File: src/rtl/core/utf8d_pkg.sv
// Shared types, constants and decode functions of the UTF-8 stream decoder.
package utf8d_pkg;

    // Default depth of the queue between the front and back ends.
    localparam int QUEUE_DEPTH_DEF = 2;

    localparam logic [20:0] REPLACEMENT_CP = 21'h00FFFD;

    // Sequence lengths announced by a lead byte.
    localparam logic [2:0] LEN_INVALID = 3'd0;
    localparam logic [2:0] LEN_SINGLE  = 3'd1;
    localparam logic [2:0] LEN_2B      = 3'd2;
    localparam logic [2:0] LEN_3B      = 3'd3;
    localparam logic [2:0] LEN_4B      = 3'd4;

    // One unit of work for the back end: the bytes to decode, how many of
    // them are present, and whether they close the text.
    typedef struct packed {
        logic [3:0][7:0] bytes;
        logic [2:0]      count;
        logic            end_of_text;
    } utf8d_entry_t;

    function automatic logic [2:0] lead_length(input logic [7:0] b);
        logic [2:0] len;
        if (b inside {8'b0???????}) begin
            len = LEN_SINGLE;
        end
        else if (b inside {8'b110?????}) begin
            len = LEN_2B;
        end
        else if (b inside {8'b1110????}) begin
            len = LEN_3B;
        end
        else if (b inside {8'b11110???}) begin
            len = LEN_4B;
        end
        else begin
            len = LEN_INVALID;
        end
        return len;
    endfunction

    // Builds a code point from a lead and its following bytes.
    function automatic logic [20:0] assemble(input logic [3:0][7:0] w, input logic [2:0] len);
        logic [20:0] cp;
        case (len)
            LEN_2B:  cp = {10'd0, w[0][4:0], w[1][5:0]};
            LEN_3B:  cp = {5'd0, w[0][3:0], w[1][5:0], w[2][5:0]};
            default: cp = {w[0][2:0], w[1][5:0], w[2][5:0], w[3][5:0]};
        endcase
        return cp;
    endfunction

endpackage

File: src/rtl/core/utf8_stream_decoder_core.sv
// Top level of the UTF-8 stream decoder: front end, work queue and back end.
//
//   Channel | Direction | Handshake           | Payload
//   --------+-----------+---------------------+------------------------------------------
//   input   | in        | in_valid / in_ready | text_byte, end_of_text
//   output  | out       | out_valid/out_ready | code_point, invalid_lead, last_of_text
//
// The input takes one byte per cycle whenever the work queue has room; a byte
// that only extends an open sequence produces no queue entry.
// The back end delivers one code point per cycle unless out_ready stalls it, so a
// normal byte stream runs at one transfer per cycle on both sides. A text that ends
// inside a sequence yields up to three code points for its last byte, produced by the back end walk.
// Output stalls fill the queue and then drop in_ready; they never lose data.
// Reset clears the front end counters, the queue pointers and the output valid.
module utf8_stream_decoder_core #(
    parameter int QUEUE_DEPTH = utf8d_pkg::QUEUE_DEPTH_DEF
) (
    input  logic        clk,
    input  logic        rst_n,
    input  logic [7:0]  text_byte,
    input  logic        end_of_text,
    input  logic        in_valid,
    output logic        in_ready,
    output logic [20:0] code_point,
    output logic        invalid_lead,
    output logic        last_of_text,
    output logic        out_valid,
    input  logic        out_ready
);
    import utf8d_pkg::*;

    // Work handed from the front end to the queue.
    logic         push;
    utf8d_entry_t push_entry;
    logic         q_full;

    // Work handed from the queue to the back end.
    logic         head_valid;
    utf8d_entry_t head_entry;
    logic         pop;

    // The front end tracks pending sequence bytes and decides, per byte,
    // whether decode work is ready: a single byte, a bad lead, a finished
    // sequence, or everything still buffered when the text ends.
    utf8d_front u_front (
        .clk        (clk),
        .rst_n      (rst_n),
        .text_byte  (text_byte),
        .end_of_text(end_of_text),
        .in_valid   (in_valid),
        .in_ready   (in_ready),
        .q_full     (q_full),
        .push       (push),
        .push_entry (push_entry)
    );

    // The queue decouples the two ends so each can stall independently.
    utf8d_queue #(
        .DEPTH(QUEUE_DEPTH)
    ) u_queue (
        .clk       (clk),
        .rst_n     (rst_n),
        .push      (push),
        .push_entry(push_entry),
        .full      (q_full),
        .pop       (pop),
        .head_valid(head_valid),
        .head_entry(head_entry)
    );

    // The back end decodes one code point per cycle from the queue head while its output is not
    // stalled, and holds it in the output register until the transfer completes.
    utf8d_back u_back (
        .clk         (clk),
        .rst_n       (rst_n),
        .head_valid  (head_valid),
        .head_entry  (head_entry),
        .pop         (pop),
        .out_valid   (out_valid),
        .out_ready   (out_ready),
        .code_point  (code_point),
        .invalid_lead(invalid_lead),
        .last_of_text(last_of_text)
    );

endmodule

File: src/rtl/core/utf8d_front.sv
// Front end: accepts bytes, gathers open sequences and queues decode work.
module utf8d_front (
    input  logic                    clk,
    input  logic                    rst_n,
    input  logic [7:0]              text_byte,
    input  logic                    end_of_text,
    input  logic                    in_valid,
    output logic                    in_ready,
    input  logic                    q_full,
    output logic                    push,
    output utf8d_pkg::utf8d_entry_t push_entry
);
    import utf8d_pkg::*;

    logic [2:0][7:0] pend_bytes_reg;
    logic [1:0]      pend_count_reg;
    logic [1:0]      pend_count_next;
    logic [2:0]      seq_len_reg;
    logic [2:0]      seq_len_next;

    logic            accept;
    logic [2:0]      lead_len;
    logic [2:0]      n_bytes;
    logic            hold;

    assign in_ready = !q_full;
    assign accept   = in_valid && !q_full;
    assign lead_len = lead_length(text_byte);
    assign n_bytes  = {1'b0, pend_count_reg} + 3'd1;

    // The byte stays buffered when it opens a sequence or does not yet complete one.
    always_comb
    begin
        if (pend_count_reg == 2'd0) begin
            hold = (lead_len != LEN_SINGLE) && (lead_len != LEN_INVALID);
        end
        else begin
            hold = n_bytes < seq_len_reg;
        end
    end

    assign push = accept && (end_of_text || !hold);

    always_comb
    begin
        push_entry.bytes = '0;
        for (int j = 0; j < 3; j++) begin
            if (2'(j) < pend_count_reg) begin
                push_entry.bytes[j] = pend_bytes_reg[j];
            end
        end
        push_entry.bytes[pend_count_reg] = text_byte;
        push_entry.count       = n_bytes;
        push_entry.end_of_text = end_of_text;
    end

    always_comb
    begin
        pend_count_next = pend_count_reg;
        seq_len_next    = seq_len_reg;
        if (accept) begin
            if (push) begin
                pend_count_next = 2'd0;
                seq_len_next    = 3'd0;
            end
            else begin
                pend_count_next = pend_count_reg + 2'd1;
                if (pend_count_reg == 2'd0) begin
                    seq_len_next = lead_len;
                end
            end
        end
    end

    always_ff @(posedge clk or negedge rst_n)
    begin
        if (!rst_n) begin
            pend_count_reg <= 2'd0;
            seq_len_reg    <= 3'd0;
        end
        else begin
            pend_count_reg <= pend_count_next;
            seq_len_reg    <= seq_len_next;
        end
    end

    always_ff @(posedge clk)
    begin
        if (accept && !push && (pend_count_reg != 2'd3)) begin
            pend_bytes_reg[pend_count_reg] <= text_byte;
        end
    end

endmodule

File: src/rtl/core/utf8d_queue.sv
// Small first-in first-out queue of decode work between front and back ends.
module utf8d_queue #(
    parameter int DEPTH = utf8d_pkg::QUEUE_DEPTH_DEF
) (
    input  logic                    clk,
    input  logic                    rst_n,
    input  logic                    push,
    input  utf8d_pkg::utf8d_entry_t push_entry,
    output logic                    full,
    input  logic                    pop,
    output logic                    head_valid,
    output utf8d_pkg::utf8d_entry_t head_entry
);
    import utf8d_pkg::*;

    localparam int PTR_W = (DEPTH > 1) ? $clog2(DEPTH) : 1;
    localparam int CNT_W = $clog2(DEPTH + 1);
    localparam logic [PTR_W-1:0] LAST_PTR = PTR_W'(DEPTH - 1);
    localparam logic [CNT_W-1:0] FULL_CNT = CNT_W'(DEPTH);

    utf8d_entry_t     slots_reg [DEPTH];
    logic [PTR_W-1:0] wr_ptr_reg;
    logic [PTR_W-1:0] wr_ptr_next;
    logic [PTR_W-1:0] rd_ptr_reg;
    logic [PTR_W-1:0] rd_ptr_next;
    logic [CNT_W-1:0] count_reg;
    logic [CNT_W-1:0] count_next;
    logic             do_push;
    logic             do_pop;

    assign full       = count_reg == FULL_CNT;
    assign head_valid = count_reg != '0;
    assign head_entry = slots_reg[rd_ptr_reg];
    assign do_push    = push && !full;
    assign do_pop     = pop && head_valid;

    always_comb
    begin
        wr_ptr_next = wr_ptr_reg;
        rd_ptr_next = rd_ptr_reg;
        count_next  = count_reg;
        if (do_push) begin
            wr_ptr_next = (wr_ptr_reg == LAST_PTR) ? '0 : wr_ptr_reg + 1'b1;
        end
        if (do_pop) begin
            rd_ptr_next = (rd_ptr_reg == LAST_PTR) ? '0 : rd_ptr_reg + 1'b1;
        end
        if (do_push && !do_pop) begin
            count_next = count_reg + 1'b1;
        end
        else if (do_pop && !do_push) begin
            count_next = count_reg - 1'b1;
        end
    end

    always_ff @(posedge clk or negedge rst_n)
    begin
        if (!rst_n) begin
            wr_ptr_reg <= '0;
            rd_ptr_reg <= '0;
            count_reg  <= '0;
        end
        else begin
            wr_ptr_reg <= wr_ptr_next;
            rd_ptr_reg <= rd_ptr_next;
            count_reg  <= count_next;
        end
    end

    always_ff @(posedge clk)
    begin
        if (do_push) begin
            slots_reg[wr_ptr_reg] <= push_entry;
        end
    end

endmodule

File: src/rtl/core/utf8d_back.sv
// Back end: walks queued bytes and produces one code point per cycle unless the output stalls.
module utf8d_back (
    input  logic                    clk,
    input  logic                    rst_n,
    input  logic                    head_valid,
    input  utf8d_pkg::utf8d_entry_t head_entry,
    output logic                    pop,
    output logic                    out_valid,
    input  logic                    out_ready,
    output logic [20:0]             code_point,
    output logic                    invalid_lead,
    output logic                    last_of_text
);
    import utf8d_pkg::*;

    logic [1:0]      pos_reg;
    logic [1:0]      pos_next;
    logic            out_valid_reg;
    logic            out_valid_next;
    logic [20:0]     code_point_reg;
    logic            invalid_lead_reg;
    logic            last_of_text_reg;

    logic [3:0][7:0] win;
    logic [2:0]      len;
    logic [3:0]      seq_end;
    logic            single;
    logic            fits;
    logic [2:0]      adv;
    logic [3:0]      end_pos;
    logic            done;
    logic            load;
    logic [20:0]     cp;

    // Window of the entry starting at the current walk position.
    always_comb
    begin
        for (int j = 0; j < 4; j++) begin
            win[j] = head_entry.bytes[pos_reg + 2'(j)];
        end
    end

    assign len     = lead_length(win[0]);
    assign single  = len == LEN_SINGLE;
    assign seq_end = {2'b00, pos_reg} + {1'b0, len};
    assign fits    = (len != LEN_INVALID) && (seq_end <= {1'b0, head_entry.count});
    assign adv     = (fits && !single) ? len : 3'd1;
    assign end_pos = {2'b00, pos_reg} + {1'b0, adv};
    assign done    = end_pos >= {1'b0, head_entry.count};

    always_comb
    begin
        if (single) begin
            cp = {13'd0, win[0]};
        end
        else if (fits) begin
            cp = assemble(win, len);
        end
        else begin
            cp = REPLACEMENT_CP;
        end
    end

    assign load = head_valid && (!out_valid_reg || out_ready);
    assign pop  = load && done;

    always_comb
    begin
        pos_next       = pos_reg;
        out_valid_next = out_valid_reg && !out_ready;
        if (load) begin
            out_valid_next = 1'b1;
            pos_next       = done ? 2'd0 : end_pos[1:0];
        end
    end

    always_ff @(posedge clk or negedge rst_n)
    begin
        if (!rst_n) begin
            pos_reg       <= 2'd0;
            out_valid_reg <= 1'b0;
        end
        else begin
            pos_reg       <= pos_next;
            out_valid_reg <= out_valid_next;
        end
    end

    always_ff @(posedge clk)
    begin
        if (load) begin
            code_point_reg   <= cp;
            invalid_lead_reg <= !fits;
            last_of_text_reg <= head_entry.end_of_text && done;
        end
    end

    assign out_valid    = out_valid_reg;
    assign code_point   = code_point_reg;
    assign invalid_lead = invalid_lead_reg;
    assign last_of_text = last_of_text_reg;

endmodule

File: config.mk
export PLATFORM = sky130hd
export DESIGN_NAME = utf8_stream_decoder_core
export DESIGN_NICKNAME = d
export VERILOG_FILES = /design/src/rtl/core/utf8d_pkg.sv /design/src/rtl/core/utf8_stream_decoder_core.sv /design/src/rtl/core/utf8d_front.sv /design/src/rtl/core/utf8d_queue.sv /design/src/rtl/core/utf8d_back.sv
export SDC_FILE = /design/constraint.sdc
export NUM_CORES = 1
export LEC_CHECK = 0
export ABC_AREA = 0
export BUFFER_PORTS_ARGS = -buffer_cell sky130_fd_sc_hd__buf_2
export CORE_MARGIN = 3
export CORE_UTILIZATION = 43
export DETAILED_ROUTE_END_ITERATION = 12
export GPL_TIMING_DRIVEN = 0
export PLACE_DENSITY_LB_ADDON = 0.1
export SYNTH_ARGS = -nofsm -noshare
export SYNTH_HDL_FRONTEND = slang
export SYNTH_HIERARCHICAL = 1
export SYNTH_SLANG_ARGS = --single-unit
File: constraint.sdc
create_clock -name clk -period 8.4 [get_ports clk]
set_input_delay 1.26 -clock clk [delete_from_list [all_inputs] [get_ports clk]]
set_output_delay 1.26 -clock clk [all_outputs]
set_load 0.01 [all_outputs]
==> results.md <==
- Unrepaired setup endpoints after global routing: false
- Top_reg_cell synth: edfxtp_1
- Starting DRT DRC Count: around 270
- CP Data Arrival Time: ~6.6 ns
- Layout cell share with drive strength beyond 1: 0.286
- Hpwl dp: 10600 microns
- Outcome: finished clean
- Pwr/cell area: 445 nW/um^2
- Rel. slew slack: 0.319
- Core area: 15400 sq um
- Final period utilization: 0.753
- Flop2flop setup slack: 2.07 ns
- Final setup violation count: 0
- CTS Buf Count: 17
- Diode count: 0
- H-tree depth: 4
- Die H: 132 microns
- Area Overhead vs Synth: 15.6%
- Most frequent cells after synthesis: edfxtp_1 (119), nand2_1 (51), mux2i_1 (31)
- Buffers on Ports: 37
- Number of synthesized flops with an enable pin: around 120
- Skew-Pair Late Insertion Delay: just over 0.4 ns
- Peak supply drop: 0.163 mV
- Max_cap viols: 0
- # nets final: roughly 600
- Core Rows: 45
- Max frequency: roughly 160 MHz
- Post-route ant nets: 0
- Vias per cell: ~5.2
- Initial core utilization: 0.445
- Minimum clock period: between 6 and 7 ns
- Sequential element share of the synthesized area: 0.565
- Syn Area/Cell: between 10 and 15 sq um
- Hold Path Class: flop to flop
- Worst Tran Pin Value: slightly above 1 ns
- Req. time, crit path: between 8 and 9 ns
- GRT Residual Overflow: 0
- CTS tree: built
- Worst setup margin: approximately 2.1 ns
- Setup CP Type: flop to flop
- Pins Over Slew Limit: 0
- Vias in the first global route: 4279
- Vias: 4062
- Area of the die: between 15000 and 20000 sq um
- Max reg flops: between 70 and 80
- Netlist cell types: 61
- Worst-path clk slew: 0.05 ns
- Setup crit end kind: flop
- # IOs: 38
- GRT Util Overall: 0.172
- Layout Skew: between 0.009 and 0.01 ns
- Die width: 132 microns
- Hold_buf cts: 0
- Clock sinks: between 100 and 150
- Post-CTS setup buffer count: 0
- Pin count of the biggest net entering global routing: 37
- Final TNS setup: 0 ns
- Total routed wirelength: 14200 microns
- Syn Nets: 530
- Post-Syn Area: 6860 sq um
- Lkg Pwr: approximately 3 nW
- Most common cell in the netlist: edfxtp_1
- Root Driver: clkbuf_16
- WL per Instance: 18.3 microns
- Area share of the largest cell type after synthesis: 0.521
- DR pass1 iterations: 4
- Ranking of synthesized cells by area: edfxtp_1 (52%), mux2_4 (6.3%), mux2i_1 (4.5%)
- Drc violations: 0
- CTS Buffer Depth: 2
- Initial antenna violation count: 0
- Syn Inst Count: roughly 500
- Synth Register Bits: 131
- CP Max Fanout: 10
- Startpoint Class: flop
- Post-synth ARST share: 0.0916
- Biggest area consumer among synthesized cells: edfxtp_1
- Number of gates resized after CTS: 0
- First-pass GRT wire length: around 23000 microns
- YS warnings: 6
- Placer Congestion: 0.846
- Hold violation total from the final report: 0
- DP Worst Slack: between 2 and 2.5 ns
-- critical path, cell delays in order, from the launching register on --
cell	delay (ns)
dfrtp_1	0.34
buf_6	0.19
buf_12	0.18
mux2_4	0.33
mux4_2	0.58
and2_1	0.19
buf_6	0.14
nand2_1	0.23
inv_1	0.17
fa_1	0.48
ha_1	0.30
a211oi_1	0.36
o211ai_1	0.19
o22ai_2	0.26
nand2b_1	0.09
ha_1	0.21
fa_1	0.55
ha_1	0.25
a21o_1	0.16
a21oi_1	0.14
o31a_1	0.20
nor2_1	0.06
nand2_2	0.07
ha_1	0.16
xor2_1	0.15
nor2_1	0.06
xor2_1	0.13
-- final timing paths --
kind	depth (start not counted)	to	startpoint
worst max-delay path	26	u_queue/count_reg[1]	u_queue/rd_ptr_reg
worst min-delay path	1	u_queue/count_reg[1]	u_queue/count_reg[1]
worst max register to register	26	u_queue/count_reg[1]	u_queue/rd_ptr_reg
worst min register to register	1	u_queue/count_reg[1]	u_queue/count_reg[1]
max in group asynchronous	1	u_queue/wr_ptr_reg	rst_n
min in group asynchronous	1	u_back/out_valid	rst_n
-- cell type report --
type,count,area (sq um)
fillers,1397,7500
flip-flops and latches,131,3870
multi-input cells,324,2740
clock buffers,18,429
well taps,211,264
repair buffers,38,205
plain buffers,26,189
clock inverters,14,163
inverters,16,60.1
-- kinds of logic after synthesis --
kind of cell,share of synthesized area
xor gates and xnor gates,0.00894
adders and majority gates,0.0387
DFF,0.565
muxes,0.171
AOI/OAI and AO/OA,0.0962
buffers and inverters,0.0363
and+or+nand+nor,0.0839
-- power by group --
part           internal, mW  leakage [nW]  switching, mW
Sequential            0.950          1.27         0.0491
Clock                 0.464         0.287          0.266
Combinational         0.763          1.43           1.04
-- through the flow --
stage                     hold slack (ns)  std cells  area [sq um]  power [mW]   util
after CTS                           0.494        778          7930        3.56  0.514
after global routing                0.512        778          7930        3.79  0.514
final                               0.493        778          7930        3.53  0.514
after global placement              0.471        745          7310        2.79  0.474
after detailed placement            0.486        746          7340        2.82  0.476
after floorplan                     0.456        497          6860        2.35      -
-- routing by layer --
| layer | share of wire | wire length, microns | global-route usage | vias to the layer above |
|---|---|---|---|---|
| met1 | 0.45 | 6420 | 0.218 | 1986 |
| met5 | 0 | 0 | 0 | - |
| li1 | - | - | - | 1998 |
| met4 | 0.013 | 188 | 0.0525 | 0 |
| met2 | 0.50 | 7170 | 0.294 | 67 |
| met3 | 0.030 | 426 | 0.0405 | 11 |
-- layout by cell type (no fill, tap or decap), types with 3 or more instances in the layout --
cell type	synthesis	final
nor2_1	20	19
mux4_2	8	8
a22o_1	12	12
buf_2	7	44
o31ai_1	5	5
buf_12	3	4
mux2_2	22	22
edfxtp_1	119	119
inv_1	15	15
nand2_1	51	51
dfrtp_1	12	12
o21ai_0	26	26
mux2i_1	31	31
nor3b_1	3	3
ha_1	18	18
clkinv_4	0	4
buf_6	3	3
nand2b_1	7	7
clkinv_1	0	3
a221oi_1	3	3
clkbuf_16	0	17
nor2b_1	3	3
xnor2_1	5	5
bufinv_16	0	3
a22oi_1	11	11
mux2_4	29	29
clkbuf_1	9	10
a21oi_1	20	20
buf_4	3	3
and2_1	10	10
Power figures use the tool's default switching activity.
